$ cat config.mk
export PLATFORM = sky130hd
export DESIGN_NAME = barker13_bpsk_pulse_generator_top
export DESIGN_NICKNAME = d
export VERILOG_FILES = /design/src/design/b13bpsk_pkg.sv /design/src/design/b13bpsk_shaper.sv /design/src/design/barker13_bpsk_pulse_generator_top.sv
export VERILOG_INCLUDE_DIRS = /design/src /design/src/design
export SDC_FILE = /design/constraint.sdc
export NUM_CORES = 1
export LEC_CHECK = 0
export ABC_AREA = 1
export ABC_CLOCK_PERIOD_IN_PS = 20500
export BUFFER_PORTS_ARGS = -buffer_cell sky130_fd_sc_hd__buf_2
export CAP_MARGIN = 0
export CORE_MARGIN = 4
export CORE_UTILIZATION = 52
export DETAILED_ROUTE_END_ITERATION = 8
export PLACE_DENSITY_LB_ADDON = 0.2
export SLEW_MARGIN = 20
export SYNTH_ARGS = -nofsm -noshare
export SYNTH_HDL_FRONTEND = slang
export SYNTH_SLANG_ARGS = --single-unit
export TNS_END_PERCENT = 10
$ cat constraint.sdc
create_clock -name aclk -period 20.5 [get_ports aclk]
set_input_delay 2.05 -clock aclk [delete_from_list [all_inputs] [get_ports aclk]]
set_output_delay 2.05 -clock aclk [all_outputs]
set_load 0.05 [all_outputs]
$ cat src/design/barker13_bpsk_pulse_generator_top_assert.svh
// Assertion macros used by the Barker-13 pulse generator top level.
`ifndef BARKER13_BPSK_PULSE_GENERATOR_TOP_ASSERT_SVH
`define BARKER13_BPSK_PULSE_GENERATOR_TOP_ASSERT_SVH

`ifndef SYNTHESIS
`define B13_ASSERT(lbl, prop) \
    lbl: assert property (@(posedge aclk) disable iff (!aresetn) prop) \
        else $error("barker13 pulse generator: assertion failed");
`define B13_ASSERT_RST(lbl, prop) \
    lbl: assert property (@(posedge aclk) prop) \
        else $error("barker13 pulse generator: reset assertion failed");
`else
`define B13_ASSERT(lbl, prop)
`define B13_ASSERT_RST(lbl, prop)
`endif

`endif

$ cat src/design/b13bpsk_pkg.sv
// Package with the types, constants and sine table of the Barker-13 pulse generator.
`default_nettype none

package b13bpsk_pkg;

    localparam int SINE_TABLE_DEPTH = 256;
    localparam int SINE_ADDR_W      = $clog2(SINE_TABLE_DEPTH);
    localparam int SINE_SPAN_W      = SINE_ADDR_W + 1;

    localparam int BARKER_CHIPS = 13;
    // Bit i set where chip i of the Barker-13 code is negative.
    localparam logic [BARKER_CHIPS-1:0] CHIP_NEG_MASK = 13'h0A60;

    localparam logic [15:0] SINE_PEAK = 16'd32767;

    localparam logic [7:0]  DC_BIAS_RST          = 8'd128;
    localparam logic [15:0] PHASE_STEP_RST       = 16'd16384;
    localparam logic [4:0]  SAMPLES_PER_CHIP_RST = 5'd4;
    localparam logic [15:0] BUFFER_LENGTH_RST    = 16'd4096;

    localparam logic [63:0] HALF_PI_Q30 = 64'd1686629713;
    localparam logic [63:0] ONE_Q30     = 64'd1073741824;

    typedef enum logic [1:0] {
        CFG_DC_BIAS          = 2'd0,
        CFG_PHASE_STEP       = 2'd1,
        CFG_SAMPLES_PER_CHIP = 2'd2,
        CFG_BUFFER_LENGTH    = 2'd3
    } cfg_idx_t;

    typedef logic [15:0] sine_rom_t [SINE_TABLE_DEPTH];

    // One word after the state update, waiting for the sine and scaling stage.
    typedef struct packed {
        logic [15:0] phase;
        logic        chip_neg;
        logic        pulse;
        logic        last;
        logic [7:0]  bias;
    } stage_t;

    typedef struct packed {
        logic [7:0] sample;
        logic       pulse;
        logic       last;
    } result_t;

    function automatic logic [15:0] quarter_sine(input int k);
        logic [63:0] theta;
        logic [63:0] t2;
        logic [63:0] term;
        logic [63:0] sum;
        logic [63:0] scaled;
        theta = (HALF_PI_Q30 * 64'(k)) / SINE_TABLE_DEPTH;
        t2    = (theta * theta) >> 30;
        term  = theta;
        sum   = theta;
        term  = ((term * t2) >> 30) / 6;
        sum   = sum - term;
        term  = ((term * t2) >> 30) / 20;
        sum   = sum + term;
        term  = ((term * t2) >> 30) / 42;
        sum   = sum - term;
        term  = ((term * t2) >> 30) / 72;
        sum   = sum + term;
        term  = ((term * t2) >> 30) / 110;
        sum   = sum - term;
        term  = ((term * t2) >> 30) / 156;
        sum   = sum + term;
        if (sum > ONE_Q30) begin
            sum = ONE_Q30;
        end
        scaled = (sum * 64'd32767 + (ONE_Q30 >> 1)) >> 30;
        return scaled[15:0];
    endfunction

    function automatic sine_rom_t build_sine_rom();
        sine_rom_t rom;
        for (int k = 0; k < SINE_TABLE_DEPTH; k++) begin
            rom[k] = quarter_sine(k);
        end
        return rom;
    endfunction

    localparam sine_rom_t SINE_ROM = build_sine_rom();

endpackage

`default_nettype wire

$ cat src/design/b13bpsk_shaper.sv
// Sine lookup, Barker sign and bias scaling with saturation for one word.
`default_nettype none

module b13bpsk_shaper
    import b13bpsk_pkg::*;
(
    input  wire stage_t  stage_in,
    output result_t      result_out
);

    logic [1:0]             quad;
    logic [31:0]            idx_scaled;
    logic [SINE_SPAN_W-1:0] idx;
    logic [SINE_SPAN_W-1:0] mirror;
    logic [15:0]            sine_mag;
    logic                   negative;
    logic [23:0]            prod;
    logic [8:0]             floor_part;
    logic [8:0]             ceil_part;
    logic [9:0]             sum_pos;
    logic [9:0]             diff_neg;
    logic [7:0]             shaped;

    always_comb begin
        quad       = stage_in.phase[15:14];
        idx_scaled = 32'(stage_in.phase[13:0]) * 32'(SINE_TABLE_DEPTH);
        idx        = idx_scaled[14 +: SINE_SPAN_W];
        mirror     = SINE_SPAN_W'(SINE_TABLE_DEPTH) - idx;
        if (quad[0]) begin
            if (mirror >= SINE_SPAN_W'(SINE_TABLE_DEPTH)) begin
                sine_mag = SINE_PEAK;
            end else begin
                sine_mag = SINE_ROM[mirror[SINE_ADDR_W-1:0]];
            end
        end else begin
            if (idx < SINE_SPAN_W'(SINE_TABLE_DEPTH)) begin
                sine_mag = SINE_ROM[idx[SINE_ADDR_W-1:0]];
            end else begin
                sine_mag = SINE_PEAK;
            end
        end
        negative   = stage_in.chip_neg ^ quad[1];
        prod       = 24'(stage_in.bias) * 24'(sine_mag);
        floor_part = prod[23:15];
        ceil_part  = 9'((25'(prod) + 25'd32767) >> 15);
        sum_pos    = 10'(stage_in.bias) + 10'(floor_part);
        diff_neg   = 10'(stage_in.bias) - 10'(ceil_part);
        if (negative) begin
            shaped = diff_neg[7:0];
        end else if (sum_pos > 10'd255) begin
            shaped = 8'd255;
        end else begin
            shaped = sum_pos[7:0];
        end
        result_out.sample = stage_in.pulse ? shaped : stage_in.bias;
        result_out.pulse  = stage_in.pulse;
        result_out.last   = stage_in.last;
    end

endmodule

`default_nettype wire

$ cat src/design/barker13_bpsk_pulse_generator_top.sv
// An accepted word passes the stage register, then the output register.
// Throughput: one word per clock cycle while m_tready is high; the buffer counters
// update at acceptance, and the sine lookup and scaling sit in one stage before the
// output register. Reset (aresetn low, synchronous) empties both stages, restarts
// the buffer at sample zero and loads the registers with bias 128, step 16384, chip
// length 4 and buffer length 4096.
`default_nettype none
`include "barker13_bpsk_pulse_generator_top_assert.svh"

module barker13_bpsk_pulse_generator_top
    import b13bpsk_pkg::*;
(
    input  wire        aclk,
    input  wire        aresetn,
    input  wire        cfg_wen,
    input  wire [1:0]  cfg_addr,
    input  wire [15:0] cfg_wdata,
    input  wire        s_tvalid,
    output logic       s_tready,
    input  wire [7:0]  s_tdata,   // bit 0: start_req; bits 7..1: zero
    output logic       m_tvalid,
    input  wire        m_tready,
    output logic [7:0] m_tdata,   // bits 7..0: sample
    output logic       m_tuser,   // bit 0: in_pulse
    output logic       m_tlast
);

    logic [7:0]  dc_bias_reg;
    logic [15:0] phase_step_reg;
    logic [4:0]  samples_per_chip_reg;
    logic [15:0] buffer_length_reg;

    logic [15:0] sample_index_reg,      sample_index_next;
    logic [15:0] carrier_phase_reg,     carrier_phase_next;
    logic [3:0]  chip_sample_count_reg, chip_sample_count_next;
    logic [3:0]  chip_number_reg,       chip_number_next;

    stage_t      stage_reg, stage_next;
    logic        stage_valid_reg;
    result_t     result;
    logic        m_valid_reg;
    logic [7:0]  m_data_reg;
    logic        m_user_reg;
    logic        m_last_reg;

    logic        in_fire;
    logic        advance;

    logic [15:0] cur_index;
    logic [15:0] cur_phase;
    logic [3:0]  cur_count;
    logic [3:0]  cur_chip;
    logic [4:0]  spc_eff;
    logic [15:0] blen_eff;
    logic        in_burst;
    logic        is_last;
    logic [4:0]  count_inc;

    assign advance  = !m_valid_reg || m_tready;
    assign s_tready = !stage_valid_reg || advance;
    assign in_fire  = s_tvalid && s_tready;

    always_ff @(posedge aclk) begin
        if (!aresetn) begin
            dc_bias_reg          <= DC_BIAS_RST;
            phase_step_reg       <= PHASE_STEP_RST;
            samples_per_chip_reg <= SAMPLES_PER_CHIP_RST;
            buffer_length_reg    <= BUFFER_LENGTH_RST;
        end else if (cfg_wen) begin
            unique case (cfg_idx_t'(cfg_addr))
                CFG_DC_BIAS:          dc_bias_reg          <= cfg_wdata[7:0];
                CFG_PHASE_STEP:       phase_step_reg       <= cfg_wdata;
                CFG_SAMPLES_PER_CHIP: samples_per_chip_reg <= cfg_wdata[4:0];
                CFG_BUFFER_LENGTH:    buffer_length_reg    <= cfg_wdata;
                default: ;
            endcase
        end
    end

    always_comb begin
        cur_index = s_tdata[0] ? 16'd0 : sample_index_reg;
        cur_phase = s_tdata[0] ? 16'd0 : carrier_phase_reg;
        cur_count = s_tdata[0] ? 4'd0  : chip_sample_count_reg;
        cur_chip  = s_tdata[0] ? 4'd0  : chip_number_reg;

        if (samples_per_chip_reg == 5'd0) begin
            spc_eff = 5'd1;
        end else if (samples_per_chip_reg > 5'd16) begin
            spc_eff = 5'd16;
        end else begin
            spc_eff = samples_per_chip_reg;
        end
        blen_eff = (buffer_length_reg == 16'd0) ? 16'd1 : buffer_length_reg;

        in_burst  = cur_chip < 4'(BARKER_CHIPS);
        is_last   = (17'(cur_index) + 17'd1) >= 17'(blen_eff);
        count_inc = 5'(cur_count) + 5'd1;

        sample_index_next      = cur_index + 16'd1;
        carrier_phase_next     = cur_phase + phase_step_reg;
        chip_sample_count_next = cur_count;
        chip_number_next       = cur_chip;
        if (in_burst) begin
            if (count_inc >= spc_eff) begin
                chip_sample_count_next = 4'd0;
                chip_number_next       = cur_chip + 4'd1;
            end else begin
                chip_sample_count_next = count_inc[3:0];
            end
        end
        if (is_last) begin
            sample_index_next      = 16'd0;
            carrier_phase_next     = 16'd0;
            chip_sample_count_next = 4'd0;
            chip_number_next       = 4'd0;
        end

        stage_next.phase    = cur_phase;
        stage_next.chip_neg = in_burst ? CHIP_NEG_MASK[cur_chip] : 1'b0;
        stage_next.pulse    = in_burst;
        stage_next.last     = is_last;
        stage_next.bias     = dc_bias_reg;
    end

    always_ff @(posedge aclk) begin
        if (!aresetn) begin
            sample_index_reg      <= 16'd0;
            carrier_phase_reg     <= 16'd0;
            chip_sample_count_reg <= 4'd0;
            chip_number_reg       <= 4'd0;
            stage_valid_reg       <= 1'b0;
            m_valid_reg           <= 1'b0;
        end else begin
            if (in_fire) begin
                sample_index_reg      <= sample_index_next;
                carrier_phase_reg     <= carrier_phase_next;
                chip_sample_count_reg <= chip_sample_count_next;
                chip_number_reg       <= chip_number_next;
                stage_valid_reg       <= 1'b1;
            end else if (advance) begin
                stage_valid_reg <= 1'b0;
            end
            if (advance) begin
                m_valid_reg <= stage_valid_reg;
            end
        end
    end

    always_ff @(posedge aclk) begin
        if (in_fire) begin
            stage_reg <= stage_next;
        end
        if (advance && stage_valid_reg) begin
            m_data_reg <= result.sample;
            m_user_reg <= result.pulse;
            m_last_reg <= result.last;
        end
    end

    b13bpsk_shaper u_shaper (
        .stage_in   (stage_reg),
        .result_out (result)
    );

    assign m_tvalid = m_valid_reg;
    assign m_tdata  = m_data_reg;
    assign m_tuser  = m_user_reg;
    assign m_tlast  = m_last_reg;

    `B13_ASSERT_RST(a_reset_empties_output, !aresetn |=> !m_tvalid)
    `B13_ASSERT(a_chip_number_bounded, chip_number_reg <= 4'(BARKER_CHIPS))
    `B13_ASSERT(a_last_restarts_buffer,
        in_fire && is_last |=> sample_index_reg == 16'd0 && chip_number_reg == 4'd0)
    `B13_ASSERT(a_full_pipe_stalls_input, stage_valid_reg && !advance |-> !s_tready)

endmodule

`default_nettype wire
; Yosys cells after proc, flatten, opt, wreduce, memory -nomap -nowiden
; Memories as Yosys holds them, arrays and structs flattened. A register that Yosys moved wholly into a read port is not among the register bits.
; Index checks and enable logic that the tools add are counted.
; Widths: inputs -> output; s select.
[totals]
reg_bits = 123
mem_bits_ro = 8208
mem_count = 3
wordCells = 87
[memory_table]
columns = name, depth, width, read_ports, rd_ports_with_merged_regs, wr, line
row1 = (no name shown), 256, 16, 1, 0, 0, b13bpsk_shaper.sv:37  ; sine_mag = SINE_ROM[idx[SINE_ADDR_W-1:0]];
row2 = (no name shown), 256, 16, 1, 0, 0, b13bpsk_shaper.sv:33  ; sine_mag = SINE_ROM[mirror[SINE_ADDR_W-1:0]];
row3 = (no name shown), 16, 1, 1, 1, 0, barker13_bpsk_pulse_generator_top.sv:119  ; stage_next.chip_neg = in_burst ? CHIP_NEG_MASK[cur_chip] : 1'b0;
[op_classes]
magnitude_cmp = 9
eq_ne = 3
multipliers = 1
n_reduce_logical = 15
n_bitwise = 3
n_addsub = 9
n_mux = 27
[op_table]
columns = cell, n
row1 = $mux 16, 12
row2 = $mux 4, 8
row3 = $ge 9x9->1 const B, 3
row4 = $mul 8x16->24, 1
row5 = $mux 8, 3
row6 = $add 23x15->23 const B, 1
row7 = $not 8->9, 2
row8 = $add 16x1->17 const B, 1
row9 = $ge 17x16->1, 1
row10 = $add 16x1->16 const B, 1
row11 = $add 16x16->16, 1
row12 = $logic_not 16->1, 1
row13 = $add 8x9->10, 1
row14 = $gt 10x8->1 const B, 1
row15 = $mux 5, 2
row16 = $lt 8x9->1 const B, 1
row17 = $sub 9x8->9 const A, 1
row18 = $reduce_and 2->1, 4
row19 = $sub 8x8->8, 1
row20 = $add 4x1->5 const B, 1
row21 = $ge 5x5->1, 1
row22 = $gt 5x5->1 const B, 1
row23 = $logic_not 5->1, 1
row24 = $add 4x1->4 const B, 1
row25 = other kinds (10), 16

; Longest topological paths before layout
[depth]
depth_word = 13
ltp_mapped = 62
mapped_depth_nobuf = 59

; Cells and area by module
; A second synthesis with hierarchy kept.
[hier_totals]
cells_unflattened = 3149
area_unflattened_um2 = 19342.3
[modules_own_cells]
columns = module, area_per_inst_um2, n_inst, cells_each, seq_area_each_um2
row1 = b13bpsk_shaper, 12473.2, 1, 2193, 0.0
row2 = barker13_bpsk_pulse_generator_top, 6869.1, 1, 956, 2852.7

; Worst setup path after synthesis
; Ideal clock, no wire load.
[synth_path]
path_kind = reg-to-reg
start = reg stage_reg[17] (netlist name)
end = reg m_data_reg[0], in the netlist m_tdata[0] (data pin)
arrival_ps = 8644
synth_period_minus_slack_ps = 8910
path_stages_with_launch = 50
setup_slack_ps = 11590
path_cell_list = edfxtp_1 inv_2 buf_6 ha_1 ha_1 buf_2 inv_1 buf_2 clkbuf_1 ha_1 a21oi_1 a22oi_1 o21ai_1 o211ai_1 nand2_1 a31oi_1 nor2_2 inv_2 [14 not listed] nand2_1 inv_1 nor2_2 ha_1 inv_1 fa_1 o21ai_0 a21oi_1 o21ai_0 a21oi_1 nor2_1 nand2_1 nand3_1 nand3_1 o21ai_0 o21ai_0 nand2_1 o21ai_0
[synth_lines]
columns = element, line
row1 = from (decl), barker13_bpsk_pulse_generator_top.sv:38  ; stage_t stage_reg, stage_next;
row2 = from (signal assigned), barker13_bpsk_pulse_generator_top.sv:151  ; stage_reg <= stage_next;
row3 = to (signal assigned), barker13_bpsk_pulse_generator_top.sv:154  ; m_data_reg <= result.sample;
row4 = to (decl), barker13_bpsk_pulse_generator_top.sv:42  ; logic [7:0] m_data_reg;

==> summary by stage <==
Worst hold path
For hold timing, the worst endpoint is stage_reg[6]$_DFFE_PP_. The worst hold path passes through 0 cells. The worst min-delay path startpoint is dc_bias_reg[6]$_SDFFE_PN0P_.

The path type of the worst min-delay path is reg2reg.

Synth
The mean post-synth cell area is 6.24 sq um. The instance count of the mapped netlist is 2,943. The most used flip-flop cell after synthesis is dfxtp_1. After synthesis, the largest area contributor takes up 14.2% of total cell area. The post-synthesis share of cell area spent on full adders, half adders and majority gates is 18.2%.

The number of unique standard cell types used by synthesis is 69. The synthesized design contains 118 register bits. After Yosys synthesis, XOR and XNOR cells account for 2.34% of the synthesized area. The simple-gate portion of the synthesized area is 30.9%. Sequential elements use 14.6% of the synthesized area.

The mux cell area share after synthesis is 0%. By area, the combinational part of the netlist is dominated by simple AND/OR/NAND/NOR gates. The number of enable-type register cells in the synthesized netlist is 31. The commonest cells after synthesis are nand2_1, inv_1, nor2_1. The number of nets in the synthesized netlist is 3,192. The synthesized netlist devotes 21.8% of its cell area to compound gates.

Summed over all instances, the cell type with the most area after synthesis is nand2_1. The number of warnings issued by yosys is 0. The mapped cell area is 0.0184 sq mm.

By area the synthesized netlist is led by nand2_1, dfxtp_1, ha_1. After synthesis, the share of flip-flops with an asynchronous set or reset is 0%. The most common cell in the synthesized netlist is nand2_1.

Run status
The flow ran to the end, but the final reports show violations. The final reports fail on DRC.

Power and ir drop
Across the VDD grid, the largest voltage drop is 0.215 mV. The fraction of power consumed by the clock network is 11.1%. The share of power burned in registers is 10.7%. Dividing total power by cell area gives a power density of 142 mW/mm^2.

Summed over all cells, the static leakage comes to 0.00917 uW. Of the total power, the share spent switching nets is 55.6%. Internal power comes to 1210 uW.

The combinational power share is 78.2%. The overall power consumption is 2730 uW. For this design the total switching power over the nets is 1520 uW.

Critical path
On the worst path, the slowest cell contributes a delay of 0.85 ns. The critical setup path kind is reg2reg. Along the worst path, the maximum fanout reaches 38.

The cell depth of the worst flop-to-flop path is 43. STA classifies the critical path startpoint as a register. The reg-to-reg critical path startpoint is stage_reg[17]$_DFFE_PP_. Among all stages on the critical path, the largest delay is contributed by ha_1. Data on the critical path is required at its endpoint by 20.64 ns. The worst setup path is captured at a register. The setup check on the worst reg-to-reg path leaves a slack of 7.88 ns.

Data on the critical path arrives at its endpoint at 12.76 ns. The most numerous cell type found on the critical path is nand2_1. The terminus of the critical flop-to-flop path is m_tdata[0]$_DFFE_PP_.

Clock network
The clock latency on the worst-skew pair is 0.42 ns. The TritonCTS clock tree is built. The clock passes through at most 2 buffers. The sink count of the clock tree is 118. In this run, CTS created clock tree buffers numbering 17. The number of setup buffers added after CTS is 0. The number of gates resized after CTS was 0. The root buffer cell chosen for the clock tree is clkbuf_16. The count of hold-fix buffers inserted at cts is 0. The H-tree level count is 4. After clock tree synthesis, the clock-pin slew on the worst setup and hold paths is 0.05 ns.

Cells and area
In the final layout, the multi-input gates occupy 0.0134 sq mm. The count of cells in the finished layout, fillers not included, comes to 3,355. The post-route netlist has 5.86% of its cells at a drive strength greater than 1.

The final antenna diode count is 0. The finished cells cover 0.0192 sq mm. The register with the most flip-flops in the layout has 21 of them. Fill cells in the final layout number 3,340. The area growth from synthesis to layout is 4.55%. The area taken by flip-flops and latches is 0.00267 sq mm. The layout net count is 3,137.

STA
The clock skew after layout is 0.00762 ns. The post-route fraction of the period consumed by the critical path is 61.6%. At the pin with the least slew margin, the transition time is 1.14 ns.

The final hold violation count is 0. The top achievable clock speed is 0.0792 GHz. The setup-violating endpoint count in the final report is 0. After routing, the total negative slack on setup checks comes to 0 ns. Setup repair after global routing left no endpoint under its margin. The final-report max-slew violation count came to 0. Measured against its own limit, the worst slew margin works out to 24.2%.

The routed design could run at a clock period as short as 12.62 ns.

Global routing
The number of global-route vias before repair was 21,200. The global-route usage over all layers is 40.7%. Entering global routing, the biggest net connects 75 pins. The first global-routing pass estimated 123,000 microns of wire.

Summed over all layers, the global routing overflow is 0. The number of antenna violations at the first check in global routing is 1.

Floorplanning
The full die area is 0.0384 sq mm. 43 I/O pins were placed. The initialized floorplan defines 68 standard-cell rows.

The region available for standard cell placement spans 0.0347 sq mm. The vertical die dimension is 196 microns. In this run the horizontal extent of the chip is 196 microns. The starting utilization of the core area is 52.9%.

Routing
The average detailed-routed wire length per instance is 24.2 microns. Using the TritonRoute via totals, the vias-per-cell ratio works out to 6.58. The final wirelength is 81,100 microns. The number of violations reported at the end of detailed-routing iteration 0 is 3,368. The number of vias in the routed layout is 22,100.

The DRC violation count after routing is 4. The first-pass iteration count of the detailed router is 9. The remaining antenna violation count after routing is 0.

Place
Routability-driven placement finished with a final weighted congestion of 1.04. The count of buffers inserted at the top-level ports is 35. The area of placed instances is 0.0186 sq mm. In this run, placement finished with an instance count of 3,324.

The HPWL after detailed placement is 58,400 microns.

Flow run
Max-cap violations in this run came to 0.
## layer usage
layer,track usage [%],wire length [microns]
met3,10.8,10700
met5,0,13
met1,52.0,29900
met4,21.5,5700
met2,63.1,34800
## kinds of logic after synthesis
logic type	count (synthesis)
xor+xnor	49
compound gates	686
flops	118
fa+ha+maj	218
buf+inv	537
simple gates	1335
## power by group through the flow
stage | Sequential [uW] | Clock [uW] | Combinational, uW
final | 292 | 304 | 2140
after global routing | 294 | 313 | 2370
after CTS | 292 | 303 | 2080
after detailed placement | 296 | 0 | 2040
after global placement | 295 | 0 | 1970
after floorplan | 323 | 0 | 1540
## placed cells by master, fill, tap and decap left out, types with 6 or more instances in the layout
master / n
ha_1: 137
buf_4: 32
o21ai_1: 23
nand3_1: 183
o2111ai_1: 24
xor2_1: 31
nand4_1: 38
nor2_1: 327
a211oi_1: 8
o21ai_0: 235
o211ai_1: 36
nor2_2: 10
xnor2_1: 18
a31oi_1: 21
o31ai_1: 7
a21oi_1: 241
buf_2: 35
nor2_4: 6
fa_1: 81
nand2_2: 10
o311ai_0: 14
nand2_1: 695
nor3_1: 26
or2_2: 6
dfxtp_1: 87
o221ai_1: 16
o311ai_1: 7
clkbuf_16: 19
nand3b_1: 6
edfxtp_1: 31
inv_1: 375
a221oi_1: 9
inv_2: 17
## how the worst max path moves through the flow
stage,start,end,slack (ns),depth (start not counted)
CTS,stage_reg[17]$_DFFE_PP_,m_tdata[0]$_DFFE_PP_,8.61,46
detailed placement,stage_reg[17]$_DFFE_PP_,m_tdata[0]$_DFFE_PP_,8.68,46
global placement,stage_reg[17]$_DFFE_PP_,m_tdata[0]$_DFFE_PP_,8.84,43
floorplan,stage_reg[17]$_DFFE_PP_,m_tdata[0]$_DFFE_PP_,11.59,49
global route,stage_reg[17]$_DFFE_PP_,m_tdata[0]$_DFFE_PP_,7.57,48
finish,stage_reg[17]$_DFFE_PP_,m_tdata[0]$_DFFE_PP_,7.88,43
## cell type report
class                   count  share of cell area, %
multi-input cells        2288                   70.1
flip-flops and latches    118                   13.9
inverters                 396                   7.76
well taps                 455                   2.97
clock buffers              23                   2.66
repair buffers             67                   2.16
clock inverters             8                  0.476
## per-stage QoR
| step | util [%] | hold WS [ns] | setup slack (ns) |
|---|---|---|---|
| after floorplan | - | 0.400 | 11.59 |
| after global placement | 53.5 | 0.410 | 8.84 |
| after detailed placement | 53.5 | 0.410 | 8.68 |
| after CTS | 55.3 | 0.440 | 8.61 |
| after global routing | 55.3 | 0.442 | 7.57 |
| final | 55.3 | 0.440 | 7.88 |
## critical path: cells and delay by family, from the launching register on
| kind | cells | cell delay, ns |
|---|---|---|
| adders and majority gates | 8 | 3.95 |
| DFF | 1 | 0.35 |
| AOI/OAI and AO/OA | 11 | 2.80 |
| buffers and inverters | 8 | 1.84 |
| and+or+nand+nor | 16 | 3.32 |
No activity file was read; power rests on OpenSTA's default activity.
